## src/rtl/lpp_pkg.sv

```systemverilog
// Shared types and constants for the lidar point projection unit.
// No dependencies; every other file imports this package.
`default_nettype none
package lpp_pkg;

   localparam int COORD_WIDTH_DEF = 16;

   // register map
   localparam int CSR_IDX_W = 3;
   localparam int CSR_DATA_W = 16;
   localparam logic [CSR_IDX_W-1:0] CSR_SHIFT_X     = 3'd0;
   localparam logic [CSR_IDX_W-1:0] CSR_SHIFT_Y     = 3'd1;
   localparam logic [CSR_IDX_W-1:0] CSR_SHIFT_Z     = 3'd2;
   localparam logic [CSR_IDX_W-1:0] CSR_FOCAL_X     = 3'd3;
   localparam logic [CSR_IDX_W-1:0] CSR_FOCAL_Y     = 3'd4;
   localparam logic [CSR_IDX_W-1:0] CSR_CENTER_U    = 3'd5;
   localparam logic [CSR_IDX_W-1:0] CSR_CENTER_V    = 3'd6;
   localparam logic [CSR_IDX_W-1:0] CSR_MAX_FORWARD = 3'd7;

   localparam logic signed [12:0] SHIFT_X_RST = -13'sd203;
   localparam logic signed [12:0] SHIFT_Y_RST = 13'sd41;
   localparam logic signed [12:0] SHIFT_Z_RST = 13'sd166;
   localparam logic [15:0] FOCAL_X_RST  = 16'd11515;
   localparam logic [15:0] FOCAL_Y_RST  = 16'd11570;
   localparam logic [15:0] CENTER_U_RST = 16'd5379;
   localparam logic [15:0] CENTER_V_RST = 16'd3452;
   localparam logic [14:0] MAX_FWD_RST  = 15'd25600;

   // filter limits and color reference, 1/1024 m
   localparam int LIMIT_Y = 6144;
   localparam int LIMIT_Z = -1433;
   localparam int TEN_M   = 10240;
   // n/10 == (n*RECIP_10) >> RECIP_SH for n < 43690
   localparam int RECIP_10 = 52429;
   localparam int RECIP_SH = 19;

   localparam int DIV_W = 21;   // 16 * depth, depth < 2^17
   localparam int Q_W   = 12;   // quotient bits, top one flags saturation

   localparam logic signed [Q_W-1:0] PIX_MIN = -12'sd2048;
   localparam logic signed [Q_W-1:0] PIX_MAX = 12'sd2047;

   typedef struct packed {
      logic       valid;
      logic       accepted;
      logic       neg_u;
      logic       neg_v;
      logic [7:0] red;
      logic [7:0] green;
   } ctl_type;

endpackage
`default_nettype wire

```

## src/rtl/lpp_div_cell.sv

```systemverilog
// One restoring-division cell: decides one quotient bit for both axes.
// Depends on lpp_pkg.
`default_nettype none
module lpp_div_cell #(
   parameter int NUM_W = 36,
   parameter int SHIFT = 0
) (
   input  wire logic                       clock,
   input  wire logic                       reset,
   input  wire logic                       advance,
   input  wire lpp_pkg::ctl_type           up_ctl,
   input  wire logic [NUM_W-1:0]           up_rem_u,
   input  wire logic [NUM_W-1:0]           up_rem_v,
   input  wire logic [lpp_pkg::DIV_W-1:0]  up_div,
   input  wire logic [lpp_pkg::Q_W-1:0]    up_q_u,
   input  wire logic [lpp_pkg::Q_W-1:0]    up_q_v,
   output lpp_pkg::ctl_type                dn_ctl,
   output logic [NUM_W-1:0]                dn_rem_u,
   output logic [NUM_W-1:0]                dn_rem_v,
   output logic [lpp_pkg::DIV_W-1:0]       dn_div,
   output logic [lpp_pkg::Q_W-1:0]         dn_q_u,
   output logic [lpp_pkg::Q_W-1:0]         dn_q_v
);
   import lpp_pkg::*;

   logic [NUM_W-1:0] trial_w;
   logic ge_u, ge_v;
   logic valid_ff;
   ctl_type ctl_ff;
   logic [NUM_W-1:0] rem_u_ff, rem_v_ff;
   logic [DIV_W-1:0] div_ff;
   logic [Q_W-1:0] q_u_ff, q_v_ff, bit_w;

   assign trial_w = {{(NUM_W-DIV_W){1'b0}}, up_div} << SHIFT;
   assign ge_u = up_rem_u >= trial_w;
   assign ge_v = up_rem_v >= trial_w;
   assign bit_w = Q_W'(1) << SHIFT;

   always_ff @(posedge clock) begin
      if (reset) begin
         valid_ff <= 1'b0;
      end else if (advance) begin
         valid_ff <= up_ctl.valid;
      end
      if (advance) begin
         ctl_ff   <= up_ctl;
         rem_u_ff <= ge_u ? up_rem_u - trial_w : up_rem_u;
         rem_v_ff <= ge_v ? up_rem_v - trial_w : up_rem_v;
         div_ff   <= up_div;
         q_u_ff   <= ge_u ? (up_q_u | bit_w) : up_q_u;
         q_v_ff   <= ge_v ? (up_q_v | bit_w) : up_q_v;
      end
   end

   always_comb begin
      dn_ctl = ctl_ff;
      dn_ctl.valid = valid_ff;
   end
   assign dn_rem_u = rem_u_ff;
   assign dn_rem_v = rem_v_ff;
   assign dn_div = div_ff;
   assign dn_q_u = q_u_ff;
   assign dn_q_v = q_v_ff;

endmodule
`default_nettype wire

```

## config.mk

```make
export PLATFORM = sky130hd
export DESIGN_NAME = lpp_div_cell
export DESIGN_NICKNAME = d
export VERILOG_FILES = /design/src/rtl/lpp_pkg.sv /design/src/rtl/lpp_div_cell.sv
export SDC_FILE = /design/constraint.sdc
export NUM_CORES = 1
export LEC_CHECK = 0
export ABC_CLOCK_PERIOD_IN_PS = 2350
export BUFFER_PORTS_ARGS = -buffer_cell sky130_fd_sc_hd__buf_2
export CORE_MARGIN = 1
export CORE_UTILIZATION = 45
export DETAILED_ROUTE_END_ITERATION = 8
export GPL_ROUTABILITY_DRIVEN = 0
export PLACE_DENSITY = 0.77
export SLEW_MARGIN = 20
export SYNTH_ARGS = -nofsm -noshare
export SYNTH_HDL_FRONTEND = slang
export SYNTH_SLANG_ARGS = --single-unit
```

## constraint.sdc

```tcl
create_clock -name clock -period 2.35 [get_ports clock]
set_input_delay 0 -clock clock [delete_from_list [all_inputs] [get_ports clock]]
set_output_delay 0 -clock clock [all_outputs]
set_load 0.005 [all_outputs]
```

Word-level counts from Yosys, hierarchy flattened
Cells that the tools add are included.
{ "totals": {"input_bits": 140, "ff_bits": 137} }
{ "op_classes": {"add_sub_neg": 2, "n_lt_le_gt_ge": 2, "n_mux": 2} }
{ "ops": {"columns": ["cell", "count"], "rows": [
  ["36-bit by 21-bit >= comparator with 1-bit output", 2],
  ["36-bit two-way mux", 2],
  ["36-bit by 21-bit subtractor with 36-bit output", 2]
]} }

Longest topological paths before layout
{ "logic_depth": {"word_depth": 2, "depth_mapped": 12, "ltp_nobuf": 11} }

Least setup slack after synthesis
Ideal clock, no wire load.
{ "synth_timing": {"path_type": "input-to-reg", "startpoint": "input port up_div[5] (netlist name)", "endpoint": "register rem_u_ff[26] (netlist: dn_rem_u[26]) (data pin)", "required_ns": 2.083, "cell_stages": 10, "setup_slack_ns": -0.050, "setup_time_ns": 0.267, "t_arrival_ns": 2.132, "cell_sequence": "inv_1 > ha_1 > a21o_1 > a211o_1 > o2111a_1 > or3b_4 > a21oi_4 > o211ai_4 > nor4b_2 > xor2_1"} }
{ "synth_between": {"elab_chain_len": 2, "elab_cells_between_ends": 3, "cone_classes": "1 x add/sub; 1 x order compare; 1 x mux"} }
{ "synth_rtl": {"columns": ["item", "line_no", "rtl"], "rows": [
  ["start: declaration", "lpp_div_cell.sv:14", "input wire logic [lpp_pkg::DIV_W-1:0] up_div,"],
  ["36-bit by 21-bit subtractor with 36-bit output / 36-bit by 21-bit >= comparator with 1-bit output (equally long branches)", "lpp_div_cell.sv:47, lpp_div_cell.sv:35", null],
  ["36-bit two-way mux *", "lpp_div_cell.sv:47", "rem_u_ff <= ge_u ? up_rem_u - trial_w : up_rem_u;"],
  ["end signal: assignment", "lpp_div_cell.sv:47", null],
  ["end: declaration", "lpp_div_cell.sv:30", "logic [NUM_W-1:0] rem_u_ff, rem_v_ff;"]
]} }
Mark *: on every way between the ends. The rest lies on a longest branch, timed or not.
A chain may end at the register's enable or synchronous reset.

Worst setup path after layout
{ "layout_timing": {"startpoint": "input port up_rem_v[28]", "endpoint": "register rem_v_ff[31] (netlist: dn_rem_v[31]) (data pin)"} }
{ "layout_between": {"elab_chain_len": 2, "elab_cells_between_ends": 3, "cone_classes": "1 x add/sub; 1 x order compare; 1 x mux"} }
{ "layout_rtl": {"columns": ["item", "line_no", "rtl"], "rows": [
  ["start: declaration", "lpp_div_cell.sv:13", "input wire logic [NUM_W-1:0] up_rem_v,"],
  ["36-bit by 21-bit subtractor with 36-bit output / 36-bit by 21-bit >= comparator with 1-bit output (equally long branches)", "lpp_div_cell.sv:48, lpp_div_cell.sv:36", null],
  ["36-bit two-way mux *", "lpp_div_cell.sv:48", "rem_v_ff <= ge_v ? up_rem_v - trial_w : up_rem_v;"],
  ["end signal: assignment", "lpp_div_cell.sv:48", null],
  ["end: declaration", "lpp_div_cell.sv:30", null]
]} }
Marks and branches as above.

==> results_dict.tcl <==
set metrics [dict create \
    pre_cts_ws_ns -0.3084 \
    area_delta_synth_final_pct 64.76 \
    finalPower_mw 7.934 \
    core.rowCount 47 \
    dieArea_um2 17350 \
    yosysSeqAreaShare_pct 54.20 \
    synth_cell_types 72 \
    grt_pass1_wl_um 38440 \
    place_hpwl_um 16600 \
    grt_pass1_vias 7637 \
    finalWorstSetupSlack_ns -0.01261 \
    fin_crit_ns 2.363 \
    clk_latency_ns 0.42 \
    timing.hold.ws_ns 0.02069 \
    async_flop_share_pct 0 \
    finalCritPeriodShare_pct 100.5 \
    die_h_um 131.7 \
    final_cell_area_um2 12480 \
    syn-num-nets 836 \
    crit_arrival_ns 2.54 \
    failed_checks "negative setup slack" \
    drv_slew 0 \
    max_freq_mhz 423.3 \
    dr.pass1.iters 6 \
    clkSinkCount 137 \
    cts_tree "yes" \
    ios 277 \
    nNetsFinal 1393 \
    finalHoldViolCount 0 \
    min_path_type "in -> reg" \
    ys_seq_elements 137 \
    coreArea_um2 16520 \
    via_per_inst 5.260 \
    setup_viol 1 \
    rsz0062_at_grt "true" \
    clockBufferDepth 2 \
    required_ns 2.52 \
    overflow 0 \
    crit_path_end_kind "flip-flop" \
    cts_buffers 17 \
    portBuffers 276 \
    setup_tns_ns -0.01261 \
    worst-path-max-fanout 8 \
    ys.flop_type "edfxtp_1" \
    routed_wl_um 25130 \
    crit_type "in -> reg" \
    status "finished, violations left" \
    leakagePower_nw 5.506 \
    antenna_found_initial 4 \
    num_vias 7606 \
    startpoint_type "input port" \
    clk_pin_slew_ns 0.06 \
    drv_cap 0 \
    grt_use_total_pct 28.61 \
    htree_levels 4 \
    slew_headroom_pct 67.49 \
    drc 0 \
    syn_avg_cell_area_um2 11.61 \
    ys_warn_count 0 \
    netlist_instances 652 \
    final_core_util_pct 75.50 \
    ir_drop_v 0.0005079 \
    drive_gt1_share_pct 41.00 \
    initial_core_util_pct 45.82 \
    syn_area_um2 7572 \
    die_w_um 131.7 \
    grt_max_degree 53 \
    root_buffer "clkbuf_16" \
    power_per_cell_area_nw_per_um2 636.0 \
    placed_area_um2 10300 \
    layoutNonFillerInstCount 1446 \
    synth_edf_count 136 \
    first_iter_violations 539 \
    ant_nets 0 \
    worst_pin_slew_ns 0.4876 \
    avgRoutedWirePerCell_um 17.38 \
    finClkSkew_ns 0 \
    place_inst 1277 \
]
-- layer usage --
metal / wire length (µm) / global-route usage (%)
met5: 0 / 0
met2: 12640 / 49.47
met1: 9952 / 33.43
met3: 1392 / 5.440
met4: 1151 / 15.96
-- cell usage in the layout (no fill, tap or decap), types with 4 or more instances in the layout --
master	instances
buf_2	273
buf_4	145
edfxtp_1	136
dlygate4sd3_1	129
nand2_1	55
a21oi_1	47
nor2_1	44
o21ai_0	40
ha_1	38
xor2_1	37
inv_1	32
xnor2_1	22
clkbuf_16	17
nor3_1	14
a21o_1	12
nand2b_1	10
o31ai_1	8
nand4_1	7
and3_1	6
or3_1	6
nor4_2	6
a211oi_1	6
bufinv_16	6
o21a_1	5
and4_1	5
o211ai_1	5
a31oi_1	5
diode_2	4
and2_1	4
nor4_1	4
o21bai_1	4
nor3_2	4
mux2_2	4
-- final cells by class --
cell class	instances	area, µm²
diodes	4	10.01
clock buffers	18	429.2
clock inverters	14	244.0
fillers	1094	4049
inverters	32	120.1
multi-input cells	467	3442
flip-flops and latches	137	4104
well taps	220	275.3
repair buffers	554	3851
-- path summary, 6_finish.rpt --
check	start	endpoint	slack [ns]	cells past startpoint
worst min-delay path	up_rem_v[1]	dn_rem_v[1]	0.02	4
worst max-delay path	up_rem_v[28]	dn_rem_v[31]	-0.01	13
worst min register to register	valid_ff	valid_ff	1.09	3
worst max register to register	valid_ff	valid_ff	1.16	3
-- state kept, by name, summed over array words and instances, names as in the netlist --
| signal | cells |
|---|---|
| dn_ctl | 19 |
| valid_ff | 1 |
| dn_q_u | 12 |
| dn_div | 21 |
| dn_rem_u | 36 |
| dn_q_v | 12 |
| dn_rem_v | 36 |
-- report_power, final --
group | internal, mW | total (mW) | leakage, nW | switching, mW
combinational | 0.924 | 1.78 | 3.84 | 0.856
sequential | 3.01 | 3.08 | 1.34 | 0.0719
clock | 2.00 | 3.08 | 0.321 | 1.08
-- synthesized netlist by cell type, types with 7 or more instances --
master    instances  area (µm²)
nand2b_1         10       62.56
nor4_1            9       56.30
a21o_1           12       90.09
xor2_1           37       324.1
nor2_1           45       168.9
o21ai_0          42       210.2
nor3_1           19       95.09
clkbuf_1          7       26.28
edfxtp_1        136        4084
inv_1            32       120.1
xnor2_1          22       192.7
nand4_1           7       43.79
a21oi_1          47       235.2
o31ai_1           9       67.56
ha_1             42       525.5
nand2_1          55       206.5
-- cell families (layout without fill, tap and decap cells) --
family | count (synthesis) | in the layout | synth area share (%)
DFF | 137 | 137 | 54.20
other | 0 | 4 | 0
adders and majority gates | 44 | 44 | 7.469
buffers and inverters | 48 | 618 | 2.677
xor gates and xnor gates | 59 | 59 | 6.824
muxes | 7 | 7 | 1.008
and+or+nand+nor | 195 | 195 | 13.85
AOI/OAI and AO/OA | 162 | 162 | 13.98
-- worst max-delay path: stages --
cell	delay, ns
dlygate4sd3_1	0.54
buf_2	0.15
nor2_1	0.14
nand4b_1	0.18
a211oi_1	0.32
o21ai_0	0.14
buf_4	0.17
a31oi_4	0.23
buf_6	0.17
nand4b_4	0.19
buf_4	0.14
nor3_2	0.03
xor2_1	0.14
-- what timing repair did --
item                                   CTS  global route
endpoints found under the hold margin  129             0
resized for setup                        0            33
setup buffers                            0             5
setup endpoints to repair                0            43
hold buffers                           130             0
No activity file was read; power rests on OpenSTA's default activity.
