**config.mk**
```make
export PLATFORM = sky130hd
export DESIGN_NAME = lpp_front
export DESIGN_NICKNAME = d
export VERILOG_FILES = /design/src/rtl/lpp_pkg.sv /design/src/rtl/lpp_front.sv
export SDC_FILE = /design/constraint.sdc
export NUM_CORES = 2
export LEC_CHECK = 0
export BUFFER_PORTS_ARGS = -buffer_cell sky130_fd_sc_hd__buf_4
export CAP_MARGIN = 40
export CORE_AREA = 2 2 486 488
export DETAILED_ROUTE_END_ITERATION = 12
export DIE_AREA = 0 0 488 490
export GPL_TIMING_DRIVEN = 0
export REMOVE_ABC_BUFFERS = 1
export SLEW_MARGIN = 20
export SYNTH_ARGS = -nofsm -noshare
export SYNTH_HDL_FRONTEND = slang
export SYNTH_SLANG_ARGS = --single-unit
```
**constraint.sdc**
```tcl
create_clock -name clock -period 6.9 [get_ports clock]
set_input_delay 0.69 -clock clock [delete_from_list [all_inputs] [get_ports clock]]
set_output_delay 0.69 -clock clock [all_outputs]
set_load 0.005 [all_outputs]
```
**src/rtl/lpp_pkg.sv**
```systemverilog
// Shared types and constants for the lidar point projection unit.
// No dependencies; every other file imports this package.
`default_nettype none
package lpp_pkg;

   localparam int COORD_WIDTH_DEF = 16;

   // register map
   localparam int CSR_IDX_W = 3;
   localparam int CSR_DATA_W = 16;
   localparam logic [CSR_IDX_W-1:0] CSR_SHIFT_X     = 3'd0;
   localparam logic [CSR_IDX_W-1:0] CSR_SHIFT_Y     = 3'd1;
   localparam logic [CSR_IDX_W-1:0] CSR_SHIFT_Z     = 3'd2;
   localparam logic [CSR_IDX_W-1:0] CSR_FOCAL_X     = 3'd3;
   localparam logic [CSR_IDX_W-1:0] CSR_FOCAL_Y     = 3'd4;
   localparam logic [CSR_IDX_W-1:0] CSR_CENTER_U    = 3'd5;
   localparam logic [CSR_IDX_W-1:0] CSR_CENTER_V    = 3'd6;
   localparam logic [CSR_IDX_W-1:0] CSR_MAX_FORWARD = 3'd7;

   localparam logic signed [12:0] SHIFT_X_RST = -13'sd203;
   localparam logic signed [12:0] SHIFT_Y_RST = 13'sd41;
   localparam logic signed [12:0] SHIFT_Z_RST = 13'sd166;
   localparam logic [15:0] FOCAL_X_RST  = 16'd11515;
   localparam logic [15:0] FOCAL_Y_RST  = 16'd11570;
   localparam logic [15:0] CENTER_U_RST = 16'd5379;
   localparam logic [15:0] CENTER_V_RST = 16'd3452;
   localparam logic [14:0] MAX_FWD_RST  = 15'd25600;

   // filter limits and color reference, 1/1024 m
   localparam int LIMIT_Y = 6144;
   localparam int LIMIT_Z = -1433;
   localparam int TEN_M   = 10240;
   // n/10 == (n*RECIP_10) >> RECIP_SH for n < 43690
   localparam int RECIP_10 = 52429;
   localparam int RECIP_SH = 19;

   localparam int DIV_W = 21;   // 16 * depth, depth < 2^17
   localparam int Q_W   = 12;   // quotient bits, top one flags saturation

   localparam logic signed [Q_W-1:0] PIX_MIN = -12'sd2048;
   localparam logic signed [Q_W-1:0] PIX_MAX = 12'sd2047;

   typedef struct packed {
      logic       valid;
      logic       accepted;
      logic       neg_u;
      logic       neg_v;
      logic [7:0] red;
      logic [7:0] green;
   } ctl_type;

endpackage
`default_nettype wire

```
**src/rtl/lpp_front.sv**
```systemverilog
// Front end: filters, frame shift, products, magnitude and color (3 stages).
// Depends on lpp_pkg.
`default_nettype none
module lpp_front #(
   parameter int COORD_WIDTH = lpp_pkg::COORD_WIDTH_DEF,
   parameter int NUM_W = 36
) (
   input  wire logic                          clock,
   input  wire logic                          reset,
   input  wire logic                          advance,
   input  wire logic                          in_valid,
   input  wire logic signed [COORD_WIDTH-1:0] point_x,
   input  wire logic signed [COORD_WIDTH-1:0] point_y,
   input  wire logic signed [COORD_WIDTH-1:0] point_z,
   input  wire logic signed [12:0]            shift_x,
   input  wire logic signed [12:0]            shift_y,
   input  wire logic signed [12:0]            shift_z,
   input  wire logic [15:0]                   focal_x,
   input  wire logic [15:0]                   focal_y,
   input  wire logic [15:0]                   center_u,
   input  wire logic [15:0]                   center_v,
   input  wire logic [14:0]                   max_forward,
   output lpp_pkg::ctl_type                   ctl,
   output logic [NUM_W-1:0]                   mag_u,
   output logic [NUM_W-1:0]                   mag_v,
   output logic [lpp_pkg::DIV_W-1:0]          divisor
);
   import lpp_pkg::*;

   localparam int EW = ((COORD_WIDTH > 16) ? COORD_WIDTH : 16) + 2;
   localparam int PW = EW + 17;

   localparam logic signed [EW-1:0] LIM_Y_POS = EW'(LIMIT_Y);
   localparam logic signed [EW-1:0] LIM_Y_NEG = -EW'(LIMIT_Y);
   localparam logic signed [EW-1:0] LIM_Z     = EW'(LIMIT_Z);
   localparam logic signed [EW-1:0] TEN_E     = EW'(TEN_M);

   // stage 1
   logic signed [EW-1:0] xe, ye, ze, sxe, sye, sze, mfe, depth_w, dx_w, ad_w;
   logic                 acc_w;
   logic v1_ff, acc1_ff;
   logic [16:0] depth1_ff;
   logic signed [EW-1:0] latu1_ff, latv1_ff;
   logic [14:0] d1_ff;

   assign xe  = {{(EW-COORD_WIDTH){point_x[COORD_WIDTH-1]}}, point_x};
   assign ye  = {{(EW-COORD_WIDTH){point_y[COORD_WIDTH-1]}}, point_y};
   assign ze  = {{(EW-COORD_WIDTH){point_z[COORD_WIDTH-1]}}, point_z};
   assign sxe = {{(EW-13){shift_x[12]}}, shift_x};
   assign sye = {{(EW-13){shift_y[12]}}, shift_y};
   assign sze = {{(EW-13){shift_z[12]}}, shift_z};
   assign mfe = {{(EW-15){1'b0}}, max_forward};
   assign depth_w = xe + sxe;
   assign dx_w = xe - TEN_E;
   assign ad_w = dx_w[EW-1] ? -dx_w : dx_w;
   assign acc_w = !xe[EW-1] && !(xe > mfe) && !(ye > LIM_Y_POS) && !(ye < LIM_Y_NEG)
                  && !(ze < LIM_Z) && !depth_w[EW-1] && (depth_w != '0);

   always_ff @(posedge clock) begin
      if (reset) begin
         v1_ff <= 1'b0;
      end else if (advance) begin
         v1_ff <= in_valid;
      end
      if (advance) begin
         acc1_ff   <= acc_w;
         depth1_ff <= depth_w[16:0];
         latu1_ff  <= -(ye + sye);
         latv1_ff  <= -(ze + sze);
         d1_ff     <= ad_w[14:0];
      end
   end

   // stage 2: products
   logic v2_ff, acc2_ff;
   logic [32:0] pcu2_ff, pcv2_ff;
   logic signed [PW-1:0] pfu2_ff, pfv2_ff;
   logic [12:0] nr2_ff, ng2_ff;
   logic [DIV_W-1:0] div2_ff;
   logic [14:0] tm_w;
   logic [22:0] nr_full_w, ng_full_w;

   assign tm_w = 15'(TEN_M) - d1_ff;
   assign nr_full_w = 23'(d1_ff) * 23'd255;
   assign ng_full_w = 23'(tm_w) * 23'd255;

   always_ff @(posedge clock) begin
      if (reset) begin
         v2_ff <= 1'b0;
      end else if (advance) begin
         v2_ff <= v1_ff;
      end
      if (advance) begin
         acc2_ff <= acc1_ff;
         pcu2_ff <= 33'(center_u) * 33'(depth1_ff);
         pcv2_ff <= 33'(center_v) * 33'(depth1_ff);
         pfu2_ff <= $signed({1'b0, focal_x}) * latu1_ff;
         pfv2_ff <= $signed({1'b0, focal_y}) * latv1_ff;
         nr2_ff  <= nr_full_w[22:10];
         ng2_ff  <= (d1_ff < 15'(TEN_M)) ? ng_full_w[22:10] : 13'd0;
         div2_ff <= {depth1_ff, 4'b0000};
      end
   end

   // stage 3: numerator sign and magnitude, color divide by ten
   logic signed [NUM_W-1:0] numu_w, numv_w;
   logic [29:0] rr_w, gg_w;
   logic v3_ff, acc3_ff, negu3_ff, negv3_ff;
   logic [NUM_W-1:0] magu3_ff, magv3_ff;
   logic [DIV_W-1:0] div3_ff;
   logic [7:0] red3_ff, green3_ff;

   assign numu_w = NUM_W'(pfu2_ff) + $signed({{(NUM_W-33){1'b0}}, pcu2_ff});
   assign numv_w = NUM_W'(pfv2_ff) + $signed({{(NUM_W-33){1'b0}}, pcv2_ff});
   assign rr_w = (30'(nr2_ff) * 30'(RECIP_10)) >> RECIP_SH;
   assign gg_w = (30'(ng2_ff) * 30'(RECIP_10)) >> RECIP_SH;

   always_ff @(posedge clock) begin
      if (reset) begin
         v3_ff <= 1'b0;
      end else if (advance) begin
         v3_ff <= v2_ff;
      end
      if (advance) begin
         acc3_ff   <= acc2_ff;
         negu3_ff  <= numu_w[NUM_W-1];
         negv3_ff  <= numv_w[NUM_W-1];
         magu3_ff  <= numu_w[NUM_W-1] ? NUM_W'(-numu_w) : NUM_W'(numu_w);
         magv3_ff  <= numv_w[NUM_W-1] ? NUM_W'(-numv_w) : NUM_W'(numv_w);
         div3_ff   <= div2_ff;
         red3_ff   <= (rr_w > 30'd255) ? 8'd255 : rr_w[7:0];
         green3_ff <= gg_w[7:0];
      end
   end

   assign ctl = '{valid: v3_ff, accepted: acc3_ff, neg_u: negu3_ff, neg_v: negv3_ff,
                  red: red3_ff, green: green3_ff};
   assign mag_u = magu3_ff;
   assign mag_v = magv3_ff;
   assign divisor = div3_ff;

endmodule
`default_nettype wire

```
* After elaboration in Yosys (flattened, before gate mapping)
Cells that the tools add are included.
** Operators by class
- Add/sub/neg operators :: 12
- Magnitude comparators :: 6
- Reduce and logical (&&, ||, !) cells :: 13
- Multipliers :: 8
- Muxes and demuxes :: 3
** Operators by type and width (count)
- adder 35 x 34 -> 36 bit :: 2
- negator 36 bit :: 2
- multiplier 17 x 18 -> 35 bit :: 2
- 2-to-1 mux 35 bit :: 2
- multiplier 16 x 17 -> 33 bit :: 2
- adder 16 x 13 -> 17 bit :: 3
- multiplier 15 x 8 -> 23 bit, second input constant :: 2
- negator 17 -> 18 bit :: 2
- multiplier 13 x 16 -> 29 bit, second input constant :: 1
- multiplier 13 x 16 -> 27 bit, second input constant :: 1
- nonzero test 18 bit :: 1
- subtractor 16 x 15 -> 17 bit, second input constant :: 1
- greater-than comparator 16 x 14 -> 1 bit, second input constant :: 1
- greater-than comparator 16 bit :: 1
- < comparator 16 x 12 -> 1 bit, second input constant :: 1
- < comparator 16 x 14 -> 1 bit, second input constant :: 1
- < comparator 15 x 14 -> 1 bit, second input constant :: 1
- 2-to-1 mux 15 bit :: 1
- negator 15 bit :: 1
- subtractor 14 x 15 -> 15 bit, first input constant :: 1
- greater-than comparator 10 x 8 -> 1 bit, second input constant :: 1
- logical AND 1 bit :: 6
- zero test 1 bit :: 6
** Word-level totals
- Output and inout bits :: 113
- Input port bits :: 170
- Flip-flop bits (word level) :: 360

* Logic depth before layout (Yosys ltp)
- Word-level depth :: 8
- Mapped depth :: 26
- Mapped depth without buffers :: 25

* Least setup slack after synthesis
OpenSTA, ideal clock, no wires.
- Path kind :: input -> register
- From :: input focal_x[11]
- To :: register pfu2_ff[34], data pin
- Stages on the path :: 24
- Path slack :: 104 ps
- Data required time :: 6640 ps
- Setup time :: 260 ps
- Path buffers :: 3
- Arrival :: 6536 ps
- Path through :: clkbuf_1 > clkbuf_1 > nand2_1 > fa_1 > inv_1 > fa_1 > fa_1 > fa_1 > fa_1 > inv_1 > fa_1 > inv_1 > ha_1 > clkbuf_1 > a21o_1 > a21o_1 > a21oi_1 > o21ai_0 > a311oi_1 > o31a_1 > a21oi_1 > a21o_1 > a31oi_1 > xnor2_1
** Between the ends
- Longest elaborated chain between the ends :: 1
** RTL lines
- from (decl) :: line lpp_front.sv:18 : input wire logic [15:0] focal_x,
- multiplier 17 x 18 -> 35 bit :: line lpp_front.sv:97 : pfu2_ff <= $signed({1'b0, focal_x}) * latu1_ff;
- to (signal assigned) :: line lpp_front.sv:97
- to (decl) :: line lpp_front.sv:77 : logic signed [PW-1:0] pfu2_ff, pfv2_ff;
No other way between the ends.
A chain may end at the register's enable or synchronous reset.

* Worst setup path in the final report
- From :: register latu1_ff[6]
- To :: register pfu2_ff[34], data pin
** Between the ends
- Longest elaborated chain between the ends :: 1
** RTL lines
- from (decl) :: line lpp_front.sv:43 : logic signed [EW-1:0] latu1_ff, latv1_ff;
- from (signal assigned) :: line lpp_front.sv:68 : latu1_ff <= -(ye + sye);
- multiplier 17 x 18 -> 35 bit :: line lpp_front.sv:97
No other way between the ends.

==> implementation parameters <==
Parameter                              Value

Outcome
  Outcome ... completed

CTS
  Clock tree from TritonCTS ... built
  Cell at the root of the clock tree ... sky130_fd_sc_hd__clkbuf_16
  Maximum number of buffers from clock root to sink ... 3
  Clock network latency to the later pin of the worst-skew pair ... 700 ps
  Quantity of hold-fixing buffers added after cts ... 0
  H-Tree Level Count ... 2
  Clock Pin Slew Worst Setup and Hold Paths ... 60 ps
  TritonCTS buffer count ... 53
  Number of clock sinks ... 360

Global route
  Largest net degree at the start of global routing ... 95
  Antenna violations before repair ... 21
  Met2 Resource Use GR ... 0.241
  Met1 track utilization from global routing ... 0.194
  GR peak layer ... met2
  First-pass GRT wire length ... 281,000 µm
  Gr ovfl total ... 0
  Via count of the first global-routing pass ... 53,505
  Met3 GRT Util ... 0.0235
  Global-route usage over all layers ... 0.145

Floorplanning
  Top-level I/O count ... 283
  Effective utilization at floorplan ... 0.298
  Die area ... 239,000 µm²
  Height of the die ... 490 µm
  Placeable core region ... 234,000 µm²
  Width of the die ... 488 µm
  Standard-cell rows ... 178

Final layout
  Filler instances ... 23,587
  Fraction of layout cells with a size suffix above 1 ... 0.0832
  Area Growth Syn to Fin ... 13.1%
  Final core occ ... 0.337
  Non-filler instance count after layout ... 10,675
  Net count of the finished layout ... 9,680

Drt
  Number of nets with antenna violations after detailed routing ... 0
  Number of iterations in the first detailed-routing pass ... 5
  Detailed-route via count ... 48,854
  Vias/cell ... 4.58
  Wire length per cell ... 16.0 µm
  Drt initial violations ... 2,366
  DRC violation count after routing ... 0
  Total Wirelength ... 171,000 µm

Synth
  Post-synthesis sequential element count ... 360
  Cell taking the most area after synthesis ... sky130_fd_sc_hd__fa_1
  Async set or reset register ratio after synthesis ... 0
  Cell area after synthesis ... 69,800 µm²
  Area share of the leading cell type in the synthesized netlist ... 0.353
  Synth warnings ... 0
  Cell with the most instances after synthesis ... sky130_fd_sc_hd__inv_1
  Sequential-to-total area share from yosys stat ... 0.154
  Predominant post-synthesis flop cell ... sky130_fd_sc_hd__edfxtp_1
  Number of enable-type register cells in the synthesized netlist ... 357
  Library cells used by synthesis ... 97
  Leading cell types by count after synthesis ... sky130_fd_sc_hd__inv_1, sky130_fd_sc_hd__fa_1, sky130_fd_sc_hd__ha_1
  Avg Inst Size Synth ... 9.72 µm²
  Cell types with the largest area share after synthesis ... sky130_fd_sc_hd__fa_1, sky130_fd_sc_hd__edfxtp_1, sky130_fd_sc_hd__ha_1
  Cell count after synthesis ... 7,182

STA
  Clock skew ... 21.6 ps
  Total count of max-transition violations in the final report ... 0
  Final Setup Violations ... 0
  Period utilization ... 0.970
  Worst-margin pin slew ... 855 ps
  Setup TNS after final layout ... 0 ps
  Relative slew slack ... 0.421
  Setup repair after global routing missed its margin ... yes
  Worst-case hold slack ... 171 ps
  Min Tclk post-route ... 6700 ps
  Final hold violation count ... 0
  Maximum clock frequency ... 0.149 GHz

Placement
  HPWL Detailed ... 142,000 µm
  Count of buffers inserted at the top-level ports ... 278
  Placed instance count ... 10,460
  Final Wtd Congestion ... 0.881

Critical path
  Cell at the slowest stage of the critical path ... sky130_fd_sc_hd__fa_1
  Setup CP Type ... reg -> reg
  Count of cells along the worst register-to-register path ... 21
  Gate family responsible for the most delay along the worst path ... adder cells
  Worst-case register-to-register setup slack ... 200 ps
  Maximum fanout count along the critical path ... 6
  Cells along the critical path ... buf_4 -> and2_1 -> fa_1 -> inv_1 -> fa_1 -> fa_1 -> inv_1 -> fa_1 -> fa_1 -> inv_1 -> fa_1 -> inv_1 -> ha_1 -> nand3_1 -> o31ai_2 -> a311oi_2 -> o31a_1 -> a21oi_1 -> a21o_1 -> a31oi_1 -> xnor2_1
  CP startpoint kind ... flop
  Critical path required time ... 7340 ps
  Arrival time at the worst endpoint ... 7130 ps
  Critical path depth ... 21
  Cell with the most instances on the worst path ... sky130_fd_sc_hd__fa_1
  Critical path buffer and inverter count ... 5
  Worst stage delay on the critical path ... 550 ps
  Critical path capture point type ... flop

Hold path
  WHS Path Cells ... 2
  Hold WC Path Type ... in -> reg

Run
  # Max-Cap Violations ... 0
==> logic make-up after synthesis <==
kind of cell | Yosys count | synth area share
adders and majority gates | 2040 | 0.498
buffers and inverters | 1857 | 0.100
and+or+nand+nor | 1829 | 0.131
AOI/OAI and AO/OA | 743 | 0.0718
DFF | 360 | 0.154
xor gates and xnor gates | 334 | 0.0419
muxes | 18 | 0.00263
other | 1 | 0.0000537
==> routing by layer <==
metal / part of all wire / vias to the layer above / routed length (µm)
li1: - / 23001 / -
met1: 0.45 / 24670 / 77700
met2: 0.47 / 953 / 80200
met3: 0.050 / 222 / 8630
met4: 0.026 / 8 / 4510
met5: 0.00029 / - / 49
==> registers in the layout, indices dropped and copies added, names as in the netlist <==
register / flops
divisor: 17
green3_ff: 8
v1_ff: 1
pfu2_ff: 35
v3_ff: 1
div2_ff: 17
ng2_ff: 13
mag_v: 36
depth1_ff: 17
pfv2_ff: 35
negu3_ff: 1
nr2_ff: 13
v2_ff: 1
acc3_ff: 1
latu1_ff: 18
red3_ff: 8
pcv2_ff: 33
acc2_ff: 1
pcu2_ff: 33
d1_ff: 15
negv3_ff: 1
mag_u: 36
latv1_ff: 18
acc1_ff: 1
==> path summary, 6_finish.rpt <==
| path | start | endpoint |
|---|---|---|
| setup / recovery | latu1_ff[6] | pfu2_ff[34] |
| hold / removal | reset | v3_ff |
| setup reg to reg | latu1_ff[6] | pfu2_ff[34] |
| hold reg to reg | div2_ff[17] | divisor[17] |
==> worst register-to-register path: cells and delay by family, from the launching register on <==
kind,cells,cell delay (ps)
fa+ha+maj,7,3490
xor+xnor,1,130
buf+inv,5,410
simple gates,2,290
compound gates,6,1590
flops,1,510
==> placed cells by master, fill, tap and decap left out, drive strengths merged, types with 12 or more instances in the layout <==
cell     synthesis  routed
a2111oi         14      14
and2           528     528
or2             14      14
o31ai           19      19
edfxtp         357     357
nor2           190     190
nor3            67      67
nor2b           35      35
a21oi          213     213
fa            1230    1230
buf             13     433
mux2i           15      15
a21o           109     109
o2111ai         13      13
nand2          749     749
o311ai          12      12
o21bai          29      29
nand3           64      64
a31oi           23      23
nor4            16      16
a21boi          17      17
nand4           22      22
ha             810     810
and4            12      12
o21a            36      36
diode            0      12
xor2            90      90
nand2b          29      29
clkbuf         196      62
and3            27      27
xnor2          244     244
o21ai          138     138
or3             21      21
a211oi          20      20
inv           1648    1657
clkinv           0      25
==> repair_timing <==
action,CTS,global route
cloned,0,1
gates resized for setup,10,49
hold endpoints to repair,0,0
setup endpoints to repair,17,24
setup buffers,61,42
pin swaps,4,11
==> per-stage QoR <==
| stage | instance area (µm²) | setup WS, ps |
|---|---|---|
| 4_1_cts | 78300 | 11.0 |
| 5_1_grt | 79000 | -104 |
| 3_3_place_gp | 75000 | -1430 |
| 6_report | 79000 | 205 |
| 3_5_place_dp | 76100 | -765 |
| 2_1_floorplan | 69000 | 322 |
==> final cells by class <==
class	instances	area, µm²	share of cell area
multi-input combinational	4970	52300	0.663
sequential	360	10800	0.137
inverter	1648	6190	0.0783
timing repair buffer	437	3960	0.0501
tap	3150	3940	0.0499
clock buffer	58	1350	0.0170
clock inverter	40	408	0.00517
antenna	12	30.0	0.000380
Power is not shown: default switching activity piles up to over one toggle a cycle in this logic, so the estimate is an artifact.
